==> config.mk <==
export PLATFORM = sky130hd
export DESIGN_NAME = gated_frequency_counter_display_unit_flat
export DESIGN_NICKNAME = d
export VERILOG_FILES = /design/src/design/gfc_pkg.sv /design/src/design/gfc_in_if.sv /design/src/design/gfc_out_if.sv /design/src/design/gfc_accum.sv /design/src/design/gfc_sdiv.sv /design/src/design/gfc_disp.sv /design/src/design/gated_frequency_counter_display_unit.sv /design/src/flat_wrapper.sv
export SDC_FILE = /design/constraint.sdc
export NUM_CORES = 1
export LEC_CHECK = 0
export ABC_AREA = 0
export BUFFER_PORTS_ARGS = -buffer_cell sky130_fd_sc_hd__buf_2
export CAP_MARGIN = 5
export CORE_AREA = 2 2 151 153
export CTS_CLUSTER_DIAMETER = 40
export CTS_CLUSTER_SIZE = 10
export DETAILED_ROUTE_END_ITERATION = 8
export DIE_AREA = 0 0 153 155
export SYNTH_ARGS = -nofsm -noshare
export SYNTH_HDL_FRONTEND = slang
export SYNTH_HIERARCHICAL = 1
export SYNTH_SLANG_ARGS = --single-unit
==> constraint.sdc <==
create_clock -name clk -period 3.1 [get_ports clk]
set_input_delay 0.31 -clock clk [delete_from_list [all_inputs] [get_ports clk]]
set_output_delay 0.31 -clock clk [all_outputs]
set_load 0.05 [all_outputs]
==> src/design/gfc_pkg.sv <==
// Package for the gated frequency counter display unit.
// Holds field widths, display codes and shared types; no dependencies.
package gfc_pkg;

  localparam int EDGE_W    = 24;
  localparam int TOTAL_W   = 32;
  localparam int GATE_W    = 8;
  localparam int ADDR_W    = 3;
  localparam int DATA_W    = 4;
  localparam int QUO_W     = 24;  // total / 488 always fits in 24 bits
  localparam int CNT_W     = 4;   // counts up to eight display digits

  localparam int GATE_DIVISOR = 61 * 8;
  localparam logic [GATE_W-1:0] GATE_TICKS_RESET = 8'd32;

  localparam logic [DATA_W-1:0] CODE_E     = 4'hB;
  localparam logic [DATA_W-1:0] CODE_H     = 4'hC;
  localparam logic [DATA_W-1:0] CODE_L     = 4'hD;
  localparam logic [DATA_W-1:0] CODE_P     = 4'hE;
  localparam logic [DATA_W-1:0] CODE_BLANK = 4'hF;
  localparam logic [DATA_W-1:0] CODE_ZERO  = 4'h0;

  typedef struct packed {
    logic               done;
    logic [TOTAL_W-1:0] total;
  } gate_t;

  // Overflow message, one letter per step, leftmost register first.
  function automatic logic [DATA_W-1:0] help_code(input logic [1:0] idx);
    logic [DATA_W-1:0] code;
    case (idx)
      2'd0: code = CODE_H;
      2'd1: code = CODE_E;
      2'd2: code = CODE_L;
      2'd3: code = CODE_P;
      default: code = CODE_BLANK;
    endcase
    return code;
  endfunction

endpackage

==> src/design/gfc_in_if.sv <==
// Input channel: one timebase tick with its edge count.
// Depends on gfc_pkg for the field width.
interface gfc_in_if import gfc_pkg::*; ();
  logic              valid;
  logic              ready;
  logic [EDGE_W-1:0] edge_count;

  modport source(output valid, output edge_count, input ready);
  modport sink(input valid, input edge_count, output ready);
endinterface

==> src/design/gfc_out_if.sv <==
// Output channel: one digit-register write of a display update.
// Depends on gfc_pkg for the field widths.
interface gfc_out_if import gfc_pkg::*; ();
  logic              valid;
  logic              ready;
  logic [ADDR_W-1:0] reg_addr;
  logic [DATA_W-1:0] reg_data;
  logic              last;

  modport source(output valid, output reg_addr, output reg_data, output last, input ready);
  modport sink(input valid, input reg_addr, input reg_data, input last, output ready);
endinterface

==> src/design/gfc_accum.sv <==
// Gate accumulator: saturating edge total, tick counter and gate length register.
// Depends on gfc_pkg.
module gfc_accum import gfc_pkg::*; (
  input  logic              clk,
  input  logic              rst,
  input  logic              fire,
  input  logic [EDGE_W-1:0] edge_count,
  input  logic              cfg_we,
  input  logic [GATE_W-1:0] cfg_wdata,
  output gate_t             gate
);

  logic [TOTAL_W-1:0] edge_total;
  logic [GATE_W-1:0]  tick_index;
  logic [GATE_W-1:0]  gate_ticks;
  logic [TOTAL_W:0]   sum;
  logic [TOTAL_W-1:0] total_next;
  logic [GATE_W-1:0]  tick_next;
  logic               complete;

  always_comb begin
    sum        = {1'b0, edge_total} + (TOTAL_W + 1)'(edge_count);
    total_next = sum[TOTAL_W] ? '1 : sum[TOTAL_W-1:0];
    tick_next  = tick_index + 1'b1;
    complete   = !(tick_next < gate_ticks);
    gate.done  = fire && complete;
    gate.total = total_next;
  end

  always_ff @(posedge clk) begin
    if (rst) begin
      edge_total <= '0;
      tick_index <= '0;
      gate_ticks <= GATE_TICKS_RESET;
    end else begin
      if (cfg_we) begin
        gate_ticks <= cfg_wdata;
      end
      if (fire) begin
        if (complete) begin
          edge_total <= '0;
          tick_index <= '0;
        end else begin
          edge_total <= total_next;
          tick_index <= tick_next;
        end
      end
    end
  end

endmodule

==> src/design/gfc_sdiv.sv <==
// Bit-serial restoring divider by a constant: one quotient bit per cycle.
// Depends on gfc_pkg only through the shared import convention.
module gfc_sdiv import gfc_pkg::*; #(
  parameter int DIVIDEND_W = 32,
  parameter int DIVISOR    = 488
) (
  input  logic                         clk,
  input  logic                         rst,
  input  logic                         start,
  input  logic [DIVIDEND_W-1:0]        dividend,
  output logic                         done,
  output logic [DIVIDEND_W-1:0]        quotient,
  output logic [$clog2(DIVISOR)-1:0]   remainder
);

  localparam int REM_W  = $clog2(DIVISOR);
  localparam int STEP_W = $clog2(DIVIDEND_W);
  localparam logic [REM_W:0]    DIV_C     = (REM_W + 1)'(DIVISOR);
  localparam logic [STEP_W-1:0] LAST_STEP = STEP_W'(DIVIDEND_W - 1);

  logic                  busy;
  logic [STEP_W-1:0]     step;
  logic [DIVIDEND_W-1:0] quo;
  logic [REM_W-1:0]      rem;
  logic [REM_W:0]        trial;
  logic                  fits;
  logic [REM_W-1:0]      rem_next;
  logic [DIVIDEND_W-1:0] quo_next;

  always_comb begin
    trial    = {rem, quo[DIVIDEND_W-1]};
    fits     = trial >= DIV_C;
    rem_next = fits ? REM_W'(trial - DIV_C) : trial[REM_W-1:0];
    quo_next = {quo[DIVIDEND_W-2:0], fits};
  end

  always_ff @(posedge clk) begin
    if (rst) begin
      busy <= 1'b0;
      done <= 1'b0;
      step <= '0;
    end else begin
      done <= 1'b0;
      if (start) begin
        busy <= 1'b1;
        step <= '0;
      end else if (busy) begin
        step <= step + 1'b1;
        if (step == LAST_STEP) begin
          busy <= 1'b0;
          done <= 1'b1;
        end
      end
    end
  end

  // The dividend shifts out of the top while quotient bits shift in below.
  always_ff @(posedge clk) begin
    if (start) begin
      quo <= dividend;
      rem <= '0;
    end else if (busy) begin
      quo <= quo_next;
      rem <= rem_next;
    end
  end

  assign quotient  = quo;
  assign remainder = rem;

endmodule

==> src/design/gfc_disp.sv <==
// Display write sequencer: blanks the digits, then writes zero, the overflow
// message or the decimal digits. Depends on gfc_pkg and gfc_sdiv.
module gfc_disp import gfc_pkg::*; #(
  parameter int NUM_DIGITS = 6
) (
  input  logic             clk,
  input  logic             rst,
  input  logic             gate_done,
  input  logic             quo_done,
  input  logic [QUO_W-1:0] quo,
  output logic             idle,
  gfc_out_if.source        disp
);

  localparam logic [2:0] S_IDLE  = 3'd0;
  localparam logic [2:0] S_W488  = 3'd1;
  localparam logic [2:0] S_BLANK = 3'd2;
  localparam logic [2:0] S_CHECK = 3'd3;
  localparam logic [2:0] S_ZERO  = 3'd4;
  localparam logic [2:0] S_HELP  = 3'd5;
  localparam logic [2:0] S_W10   = 3'd6;
  localparam logic [2:0] S_DIGIT = 3'd7;

  localparam logic [31:0]       LIMIT     = 32'(10 ** NUM_DIGITS - 1);
  localparam logic [CNT_W-1:0]  NUM_CNT   = CNT_W'(NUM_DIGITS);
  localparam logic [ADDR_W-1:0] LSD_ADDR  = ADDR_W'(NUM_DIGITS);
  localparam logic [ADDR_W-1:0] HELP_BASE = ADDR_W'(NUM_DIGITS - 3);

  logic [2:0]        state;
  logic [2:0]        state_next;
  logic [QUO_W-1:0]  value;
  logic [CNT_W-1:0]  cnt;
  logic [ADDR_W-1:0] addr;
  logic [DATA_W-1:0] digit;
  logic              out_valid;
  logic [ADDR_W-1:0] out_addr;
  logic [DATA_W-1:0] out_data;
  logic              out_last;
  logic              out_load;
  logic              emit;
  logic [ADDR_W-1:0] emit_addr;
  logic [DATA_W-1:0] emit_data;
  logic              emit_last;
  logic              d10_start;
  logic              d10_done;
  logic [QUO_W-1:0]  d10_quo;
  logic [3:0]        d10_rem;

  gfc_sdiv #(
    .DIVIDEND_W(QUO_W),
    .DIVISOR   (10)
  ) u_div10 (
    .clk      (clk),
    .rst      (rst),
    .start    (d10_start),
    .dividend (value),
    .done     (d10_done),
    .quotient (d10_quo),
    .remainder(d10_rem)
  );

  // The output register is free when empty or when its transaction completes.
  assign out_load = !out_valid || disp.ready;

  always_comb begin
    state_next = state;
    emit       = 1'b0;
    emit_addr  = cnt[ADDR_W-1:0];
    emit_data  = CODE_BLANK;
    emit_last  = 1'b0;
    d10_start  = 1'b0;
    case (state)
      S_IDLE: begin
        if (gate_done) state_next = S_W488;
      end
      S_W488: begin
        if (quo_done) state_next = S_BLANK;
      end
      S_BLANK: begin
        if (out_load) begin
          emit = 1'b1;
          if (cnt == CNT_W'(1)) state_next = S_CHECK;
        end
      end
      S_CHECK: begin
        if (value == '0) begin
          state_next = S_ZERO;
        end else if (32'(value) > LIMIT) begin
          state_next = S_HELP;
        end else begin
          d10_start  = 1'b1;
          state_next = S_W10;
        end
      end
      S_ZERO: begin
        emit_addr = LSD_ADDR;
        emit_data = CODE_ZERO;
        emit_last = 1'b1;
        if (out_load) begin
          emit       = 1'b1;
          state_next = S_IDLE;
        end
      end
      S_HELP: begin
        emit_addr = HELP_BASE + cnt[ADDR_W-1:0];
        emit_data = help_code(cnt[1:0]);
        emit_last = cnt == CNT_W'(3);
        if (out_load) begin
          emit = 1'b1;
          if (emit_last) state_next = S_IDLE;
        end
      end
      S_W10: begin
        if (d10_done) state_next = S_DIGIT;
      end
      S_DIGIT: begin
        emit_addr = addr;
        emit_data = digit;
        emit_last = value == '0;
        if (out_load) begin
          emit = 1'b1;
          if (emit_last) begin
            state_next = S_IDLE;
          end else begin
            d10_start  = 1'b1;
            state_next = S_W10;
          end
        end
      end
      default: state_next = S_IDLE;
    endcase
  end

  always_ff @(posedge clk) begin
    if (rst) begin
      state     <= S_IDLE;
      out_valid <= 1'b0;
    end else begin
      state <= state_next;
      if (emit) begin
        out_valid <= 1'b1;
      end else if (disp.ready) begin
        out_valid <= 1'b0;
      end
    end
  end

  always_ff @(posedge clk) begin
    if (emit) begin
      out_addr <= emit_addr;
      out_data <= emit_data;
      out_last <= emit_last;
    end
    case (state)
      S_W488: begin
        value <= quo;
        cnt   <= NUM_CNT;
      end
      S_BLANK: begin
        if (emit) cnt <= cnt - 1'b1;
      end
      S_CHECK: begin
        cnt  <= '0;
        addr <= LSD_ADDR;
      end
      S_HELP: begin
        if (emit) cnt <= cnt + 1'b1;
      end
      S_W10: begin
        if (d10_done) begin
          value <= d10_quo;
          digit <= d10_rem;
        end
      end
      S_DIGIT: begin
        if (emit) addr <= addr - 1'b1;
      end
      default: begin
      end
    endcase
  end

  assign idle          = state == S_IDLE;
  assign disp.valid    = out_valid;
  assign disp.reg_addr = out_addr;
  assign disp.reg_data = out_data;
  assign disp.last     = out_last;

endmodule

==> src/design/gated_frequency_counter_display_unit.sv <==
// Gated frequency counter with digit-register display writes.
// A tick that does not close the gate leaves the unit idle and ready for
// the next tick. A tick that closes the gate starts an update. The edge
// total is divided by 488 in a bit-serial divider. NUM_DIGITS blank writes
// follow at one per cycle while the output is not stalled, then a state
// classifies the quotient. After that comes either one zero write, four
// overflow-message writes, or one write per decimal digit. Each digit comes
// from a bit-serial divide by ten. No new tick is accepted during an
// update, and output stalls lengthen it. The final write is held in an
// output register so the next tick can be accepted while it waits. No tick
// is accepted while rst is high. Depends on gfc_pkg, the channel
// interfaces, gfc_accum, gfc_sdiv and gfc_disp.
module gated_frequency_counter_display_unit import gfc_pkg::*; #(
  parameter int NUM_DIGITS = 6
) (
  input  logic              clk,
  input  logic              rst,
  input  logic              cfg_we,
  input  logic [GATE_W-1:0] cfg_wdata,
  gfc_in_if.sink            tick,
  gfc_out_if.source         disp
);

  gate_t              gate;
  logic               idle;
  logic               tick_fire;
  logic               quo_done;
  logic [TOTAL_W-1:0] quo_full;
  logic [8:0]         quo_rem;

  assign tick.ready = idle && !rst;
  assign tick_fire  = tick.valid && tick.ready;

  gfc_accum u_accum (
    .clk       (clk),
    .rst       (rst),
    .fire      (tick_fire),
    .edge_count(tick.edge_count),
    .cfg_we    (cfg_we),
    .cfg_wdata (cfg_wdata),
    .gate      (gate)
  );

  gfc_sdiv #(
    .DIVIDEND_W(TOTAL_W),
    .DIVISOR   (GATE_DIVISOR)
  ) u_div488 (
    .clk      (clk),
    .rst      (rst),
    .start    (gate.done),
    .dividend (gate.total),
    .done     (quo_done),
    .quotient (quo_full),
    .remainder(quo_rem)
  );

  gfc_disp #(
    .NUM_DIGITS(NUM_DIGITS)
  ) u_disp (
    .clk      (clk),
    .rst      (rst),
    .gate_done(gate.done),
    .quo_done (quo_done && (quo_rem == quo_rem)),
    .quo      (quo_full[QUO_W-1:0]),
    .idle     (idle),
    .disp     (disp)
  );

endmodule

==> src/flat_wrapper.sv <==
// flat-port wrapper written by rule: the top's interface ports become plain ports
module gated_frequency_counter_display_unit_flat import gfc_pkg::*;
#(
  parameter int NUM_DIGITS = 6
)
  (clk, rst, cfg_we, cfg_wdata, tick_valid, tick_edge_count, tick_ready, disp_valid, disp_reg_addr, disp_reg_data, disp_last, disp_ready);
  gfc_in_if tick_i ();
  gfc_out_if disp_i ();
  input  logic clk;
  input  logic rst;
  input  logic cfg_we;
  input  logic [GATE_W-1:0] cfg_wdata;
  input wire logic [$bits(tick_i.valid)-1:0] tick_valid;
  input wire logic [$bits(tick_i.edge_count)-1:0] tick_edge_count;
  output wire logic [$bits(tick_i.ready)-1:0] tick_ready;
  output wire logic [$bits(disp_i.valid)-1:0] disp_valid;
  output wire logic [$bits(disp_i.reg_addr)-1:0] disp_reg_addr;
  output wire logic [$bits(disp_i.reg_data)-1:0] disp_reg_data;
  output wire logic [$bits(disp_i.last)-1:0] disp_last;
  input wire logic [$bits(disp_i.ready)-1:0] disp_ready;
  assign tick_i.valid = tick_valid;
  assign tick_i.edge_count = tick_edge_count;
  assign tick_ready = tick_i.ready;
  assign disp_valid = disp_i.valid;
  assign disp_reg_addr = disp_i.reg_addr;
  assign disp_reg_data = disp_i.reg_data;
  assign disp_last = disp_i.last;
  assign disp_i.ready = disp_ready;
  gated_frequency_counter_display_unit #(.NUM_DIGITS(NUM_DIGITS)) u_core (.clk(clk), .rst(rst), .cfg_we(cfg_we), .cfg_wdata(cfg_wdata), .tick(tick_i), .disp(disp_i));
endmodule
* Word-level counts from Yosys, hierarchy flattened
Cells that the tools add are included.
Storage, ports and cells: register bits after elaboration 178, input bits 37, output and inout port bits 10, word-level logic and storage cells 140
Operators by class: $add $sub $neg 10, order comparisons 4, equality and inequality tests 26, muxes and demuxes 50, bitwise operators 2, reductions and logical operators 26
Operators with widths (number):
- $mux 32 | 4
- $mux 24 | 3
- $pmux 24 s2 | 1
- $add 32x24->33 | 1
- $mux 3 | 11
- $pmux 4 s4 | 2
- $gt 24x20->1 const B | 1
- $logic_not 24->1 | 1
- $pmux 3 s8 | 1
- $ne 2x2->1 const B | 10
- $mux 1 | 16
- $eq 3x3->1 const B | 4
- $mux 4 | 3
- $pmux 4 s3 | 1
- $add 5x1->5 const B | 2
- $eq 5x5->1 const B | 2
- $ge 10x9->1 const B | 1
- $reduce_bool 2->1 | 5
- $mux 9 | 1
- $pmux 3 s3 | 1
- $reduce_and 9->1 | 1
- $sub 9x9->9 const B | 1
- $add 8x1->8 const B | 1
- $lt 8x8->1 | 1
- other kinds (30) | 43

* Logic depth before layout (Yosys ltp)
word-level depth 6, gate-level depth with buffers 14, mapped depth without buffers 13

* By module
The synthesis kept the hierarchy.
Modules (own cells, without submodules):
- gfc_accum | instances 1, cells each 457, area each 3637.2 µm², seq. area each 960.9 µm²
- gfc_disp | instances 1, cells each 201, area each 2447.3 µm², seq. area each 1371.3 µm²
- gfc_sdiv at u_core.u_div488 | instances 1, cells each 162, area each 2163.3 µm², seq. area each 1281.2 µm²
- gfc_sdiv at u_core.u_disp.u_div10 | instances 1, cells each 111, area each 1545.2 µm², seq. area each 940.9 µm²
- gated_frequency_counter_display_unit | instances 1, cells each 2, area each 15.0 µm², seq. area each 0.0 µm²

* Least setup slack after synthesis
Ideal clock, no wire load.
path type register to register, from register u_core.u_accum.tick_index[2], to register u_core.u_div488.quo[0] (netlist: u_core/u_div488/quotient[0]), enable pin, setup time 0.387 ns, arrival time 2.967 ns, required time 2.713 ns, slack -0.253 ns, stages on the path, launching flop included 13, path buffers 2, period minus slack after synthesis 3.353 ns, cell sequence dfxtp_1 > and3_1 > and3_1 > xor2_1 > ha_1 > o2111a_1 > o31ai_1 > a32oi_1 > clkbuf_1 > and2_1 > clkbuf_1 > nor2_1 > inv_1
RTL lines:
- start, declared | line gfc_accum.sv:14 | logic [GATE_W-1:0] tick_index;
- start signal, assigned | line gfc_accum.sv:45 | tick_index <= tick_next;
- end signal, assigned | line gfc_sdiv.sv:60 | quo <= dividend;
- end signal, assigned | line gfc_sdiv.sv:63 | quo <= quo_next;
- end, declared | line gfc_sdiv.sv:23 | logic [DIVIDEND_W-1:0] quo;

==> flow_summary.json <==
{
  "cts-root-buf": "clkbuf_16",
  "syn_area_um2": 9790,
  "place_inst": 1286,
  "worst_pin_slew_ns": 0.826,
  "die_w_um": 153,
  "hp-class": "input port to flip-flop",
  "cts_made_buffers": 17,
  "worst_slack_ns": 0.0821,
  "ios": 47,
  "crit_required_ns": 3.27,
  "p_leak_nw": 4.47,
  "end_kind": "flip-flop",
  "first_iter_violations": 404,
  "area_growth_pct": 17.7,
  "powerDensity_nw_per_um2": 504,
  "grt_util_all_layers_pct": 19.5,
  "critPathBufInv": 2,
  "hpwlAfterDp_mm": 16.0,
  "finalWirelength_mm": 22.6,
  "final_hold_viol_count": 0,
  "syn_inst": 930,
  "clock-sinks": 178,
  "ir_drop_uv": 345,
  "finalNonFillerCells": 1322,
  "grt_pass1_wl_mm": 37.4,
  "ant_nets": 0,
  "crit_path_start_kind": "flip-flop",
  "r2r_setup_slack_ns": 0.08,
  "cpMostUsedCell": "buf_6",
  "skew_ns": 0.00963,
  "critical-path-slowest-cell": "fa_2",
  "slew_viol_final": 0,
  "num_antenna_cells": 0,
  "synthesis.nets": 1009,
  "avgSynthCellArea_um2": 10.5,
  "die_area_um2": 23700,
  "status": "complete, no violations",
  "pre_cts_ws_ns": -0.0793,
  "start_util_pct": 44.0,
  "cp_data_arrival_time_ns": 3.18,
  "cts_max_level": 4,
  "period_needed_ns": 3.02,
  "wire_per_inst_um": 17.1,
  "first_pass_iters": 5,
  "max_freq_mhz": 331,
  "fp-row-count": 55,
  "slew_headroom_pct": 44.9,
  "antenna_found_initial": 0,
  "grt_max_degree": 35,
  "drive_gt1_share_pct": 23.6,
  "finalCritPeriodShare_pct": 97.4,
  "multi_input_area_um2": 5010,
  "n_fill_cell": 1986,
  "gr-total-overflow": 0,
  "register_area_um2": 4560,
  "grt_pass1_vias": 7244,
  "coreArea_um2": 22200,
  "maxCapViolCount": 0,
  "gp_congestion": 0.854,
  "worstPathCellList": "ha_4 > fa_2 > a211oi_2 > nor2_1 > o41a_1 > a21bo_2 > buf_6 > a21oi_4 > buf_6 > nand2_1 > mux2_2 > mux2_1",
  "port_buffers": 46,
  "fp.dieH_um": 155,
  "cts_tree": "yes",
  "layout.nets": 1103,
  "vias": 7337,
  "cp_top_family": "compound AO/OA/AOI/OAI gates",
  "critPathKind": "flip-flop to flip-flop",
  "critPathMaxStageDelay_ns": 0.35,
  "cts_buffer_depth": 2,
  "clock_latency_ns": 0.43,
  "crit_fanout": 4,
  "clk_pin_slew_ns": 0.06,
  "drc": 0,
  "yosysWarnings": 6,
  "via_per_inst": 5.55,
  "finalSetupViolCount": 0
}
==> timing repair <==
item                                    4_1_cts  5_1_grt
hold buffers                                  0        0
setup buffers                                 0        4
hold endpoints to repair                      0        0
gates resized for setup                       0       25
endpoints found under the setup margin        0       69
==> registers in the layout, indices dropped and copies added (netlist names), 5 cells and up <==
register                        flops
u_core/u_accum/edge_total          32
u_core/u_accum/gate_ticks           8
u_core/u_accum/tick_index           8
u_core/u_disp/u_div10/quotient     24
u_core/u_disp/u_div10/step          5
u_core/u_disp/value                24
u_core/u_div488/quotient           32
u_core/u_div488/remainder           9
u_core/u_div488/step                5
==> per-layer routing <==
layer | global-route usage (%) | share of wire, % | vias up
li1 | - | - | 3641
met1 | 26.2 | 48 | 3544
met2 | 32.4 | 48 | 139
met3 | 3.73 | 3.4 | 13
met4 | 5.25 | 1.5 | 0
met5 | 0 | 0 | -
==> cells in the final DEF, fill, tap and decap left out, types with 15 or more instances in the layout <==
cell type   n
a22o_1     21
o21ai_0    29
buf_4      64
clkbuf_16  20
edfxtp_1   99
mux2_1     32
xor2_1     15
nand3_1    15
ha_1       39
mux2i_1    18
xnor2_1    18
dfxtp_1    77
nor3_1     19
buf_2      46
nor2_1     77
inv_1      31
nand2_1    69
mux2_2     49
nand2b_1   17
a21oi_1    50
==> worst reg2reg max path, delay by kind of cell, from the launching register on <==
family,cells,cell delay [ns]
AOI/OAI and AO/OA,4,0.94
adders and majority gates,2,0.52
buffers and inverters,2,0.26
DFF,1,0.34
muxes,2,0.57
and+or+nand+nor,2,0.14
==> power breakdown <==
group,switching (W),internal [W]
sequential,0.000125,0.00259
combinational,0.000456,0.000426
clock,0.000945,0.00126
==> metrics by stage <==
stage	utilization [%]	area, µm²	power [W]	TNS [ns]	hold slack (ns)
global placement	48.5	10800	0.00362	-0.235	0.449
CTS	51.2	11400	0.00585	0	0.107
detailed placement	48.5	10800	0.00362	-0.560	0.459
global route	51.8	11500	0.00607	-0.00572	0.127
floorplan	-	9800	0.00332	0	0.379
finish	51.8	11500	0.00580	0	0.122
==> path summary, 6_finish.rpt <==
path | startpoint | end | cells past startpoint
hold reg to reg | u_core/u_accum/edge_total[23] | u_core/u_accum/edge_total[23] | 2
hold / removal | cfg_wdata[5] | u_core/u_accum/gate_ticks[5] | 3
setup reg to reg | u_core/u_accum/edge_total[0] | u_core/u_div488/quotient[26] | 12
setup / recovery | u_core/u_accum/edge_total[0] | u_core/u_div488/quotient[26] | 12
==> layout make-up <==
cell class	instances	share of cell area, %
inverters	34	1.14
repair buffers	119	7.43
multi-input cells	674	43.5
well taps	285	3.10
clock inverters	9	0.793
clock buffers	23	4.44
flip-flops and latches	178	39.6
Note: power is estimated with default switching activity, not from simulation.
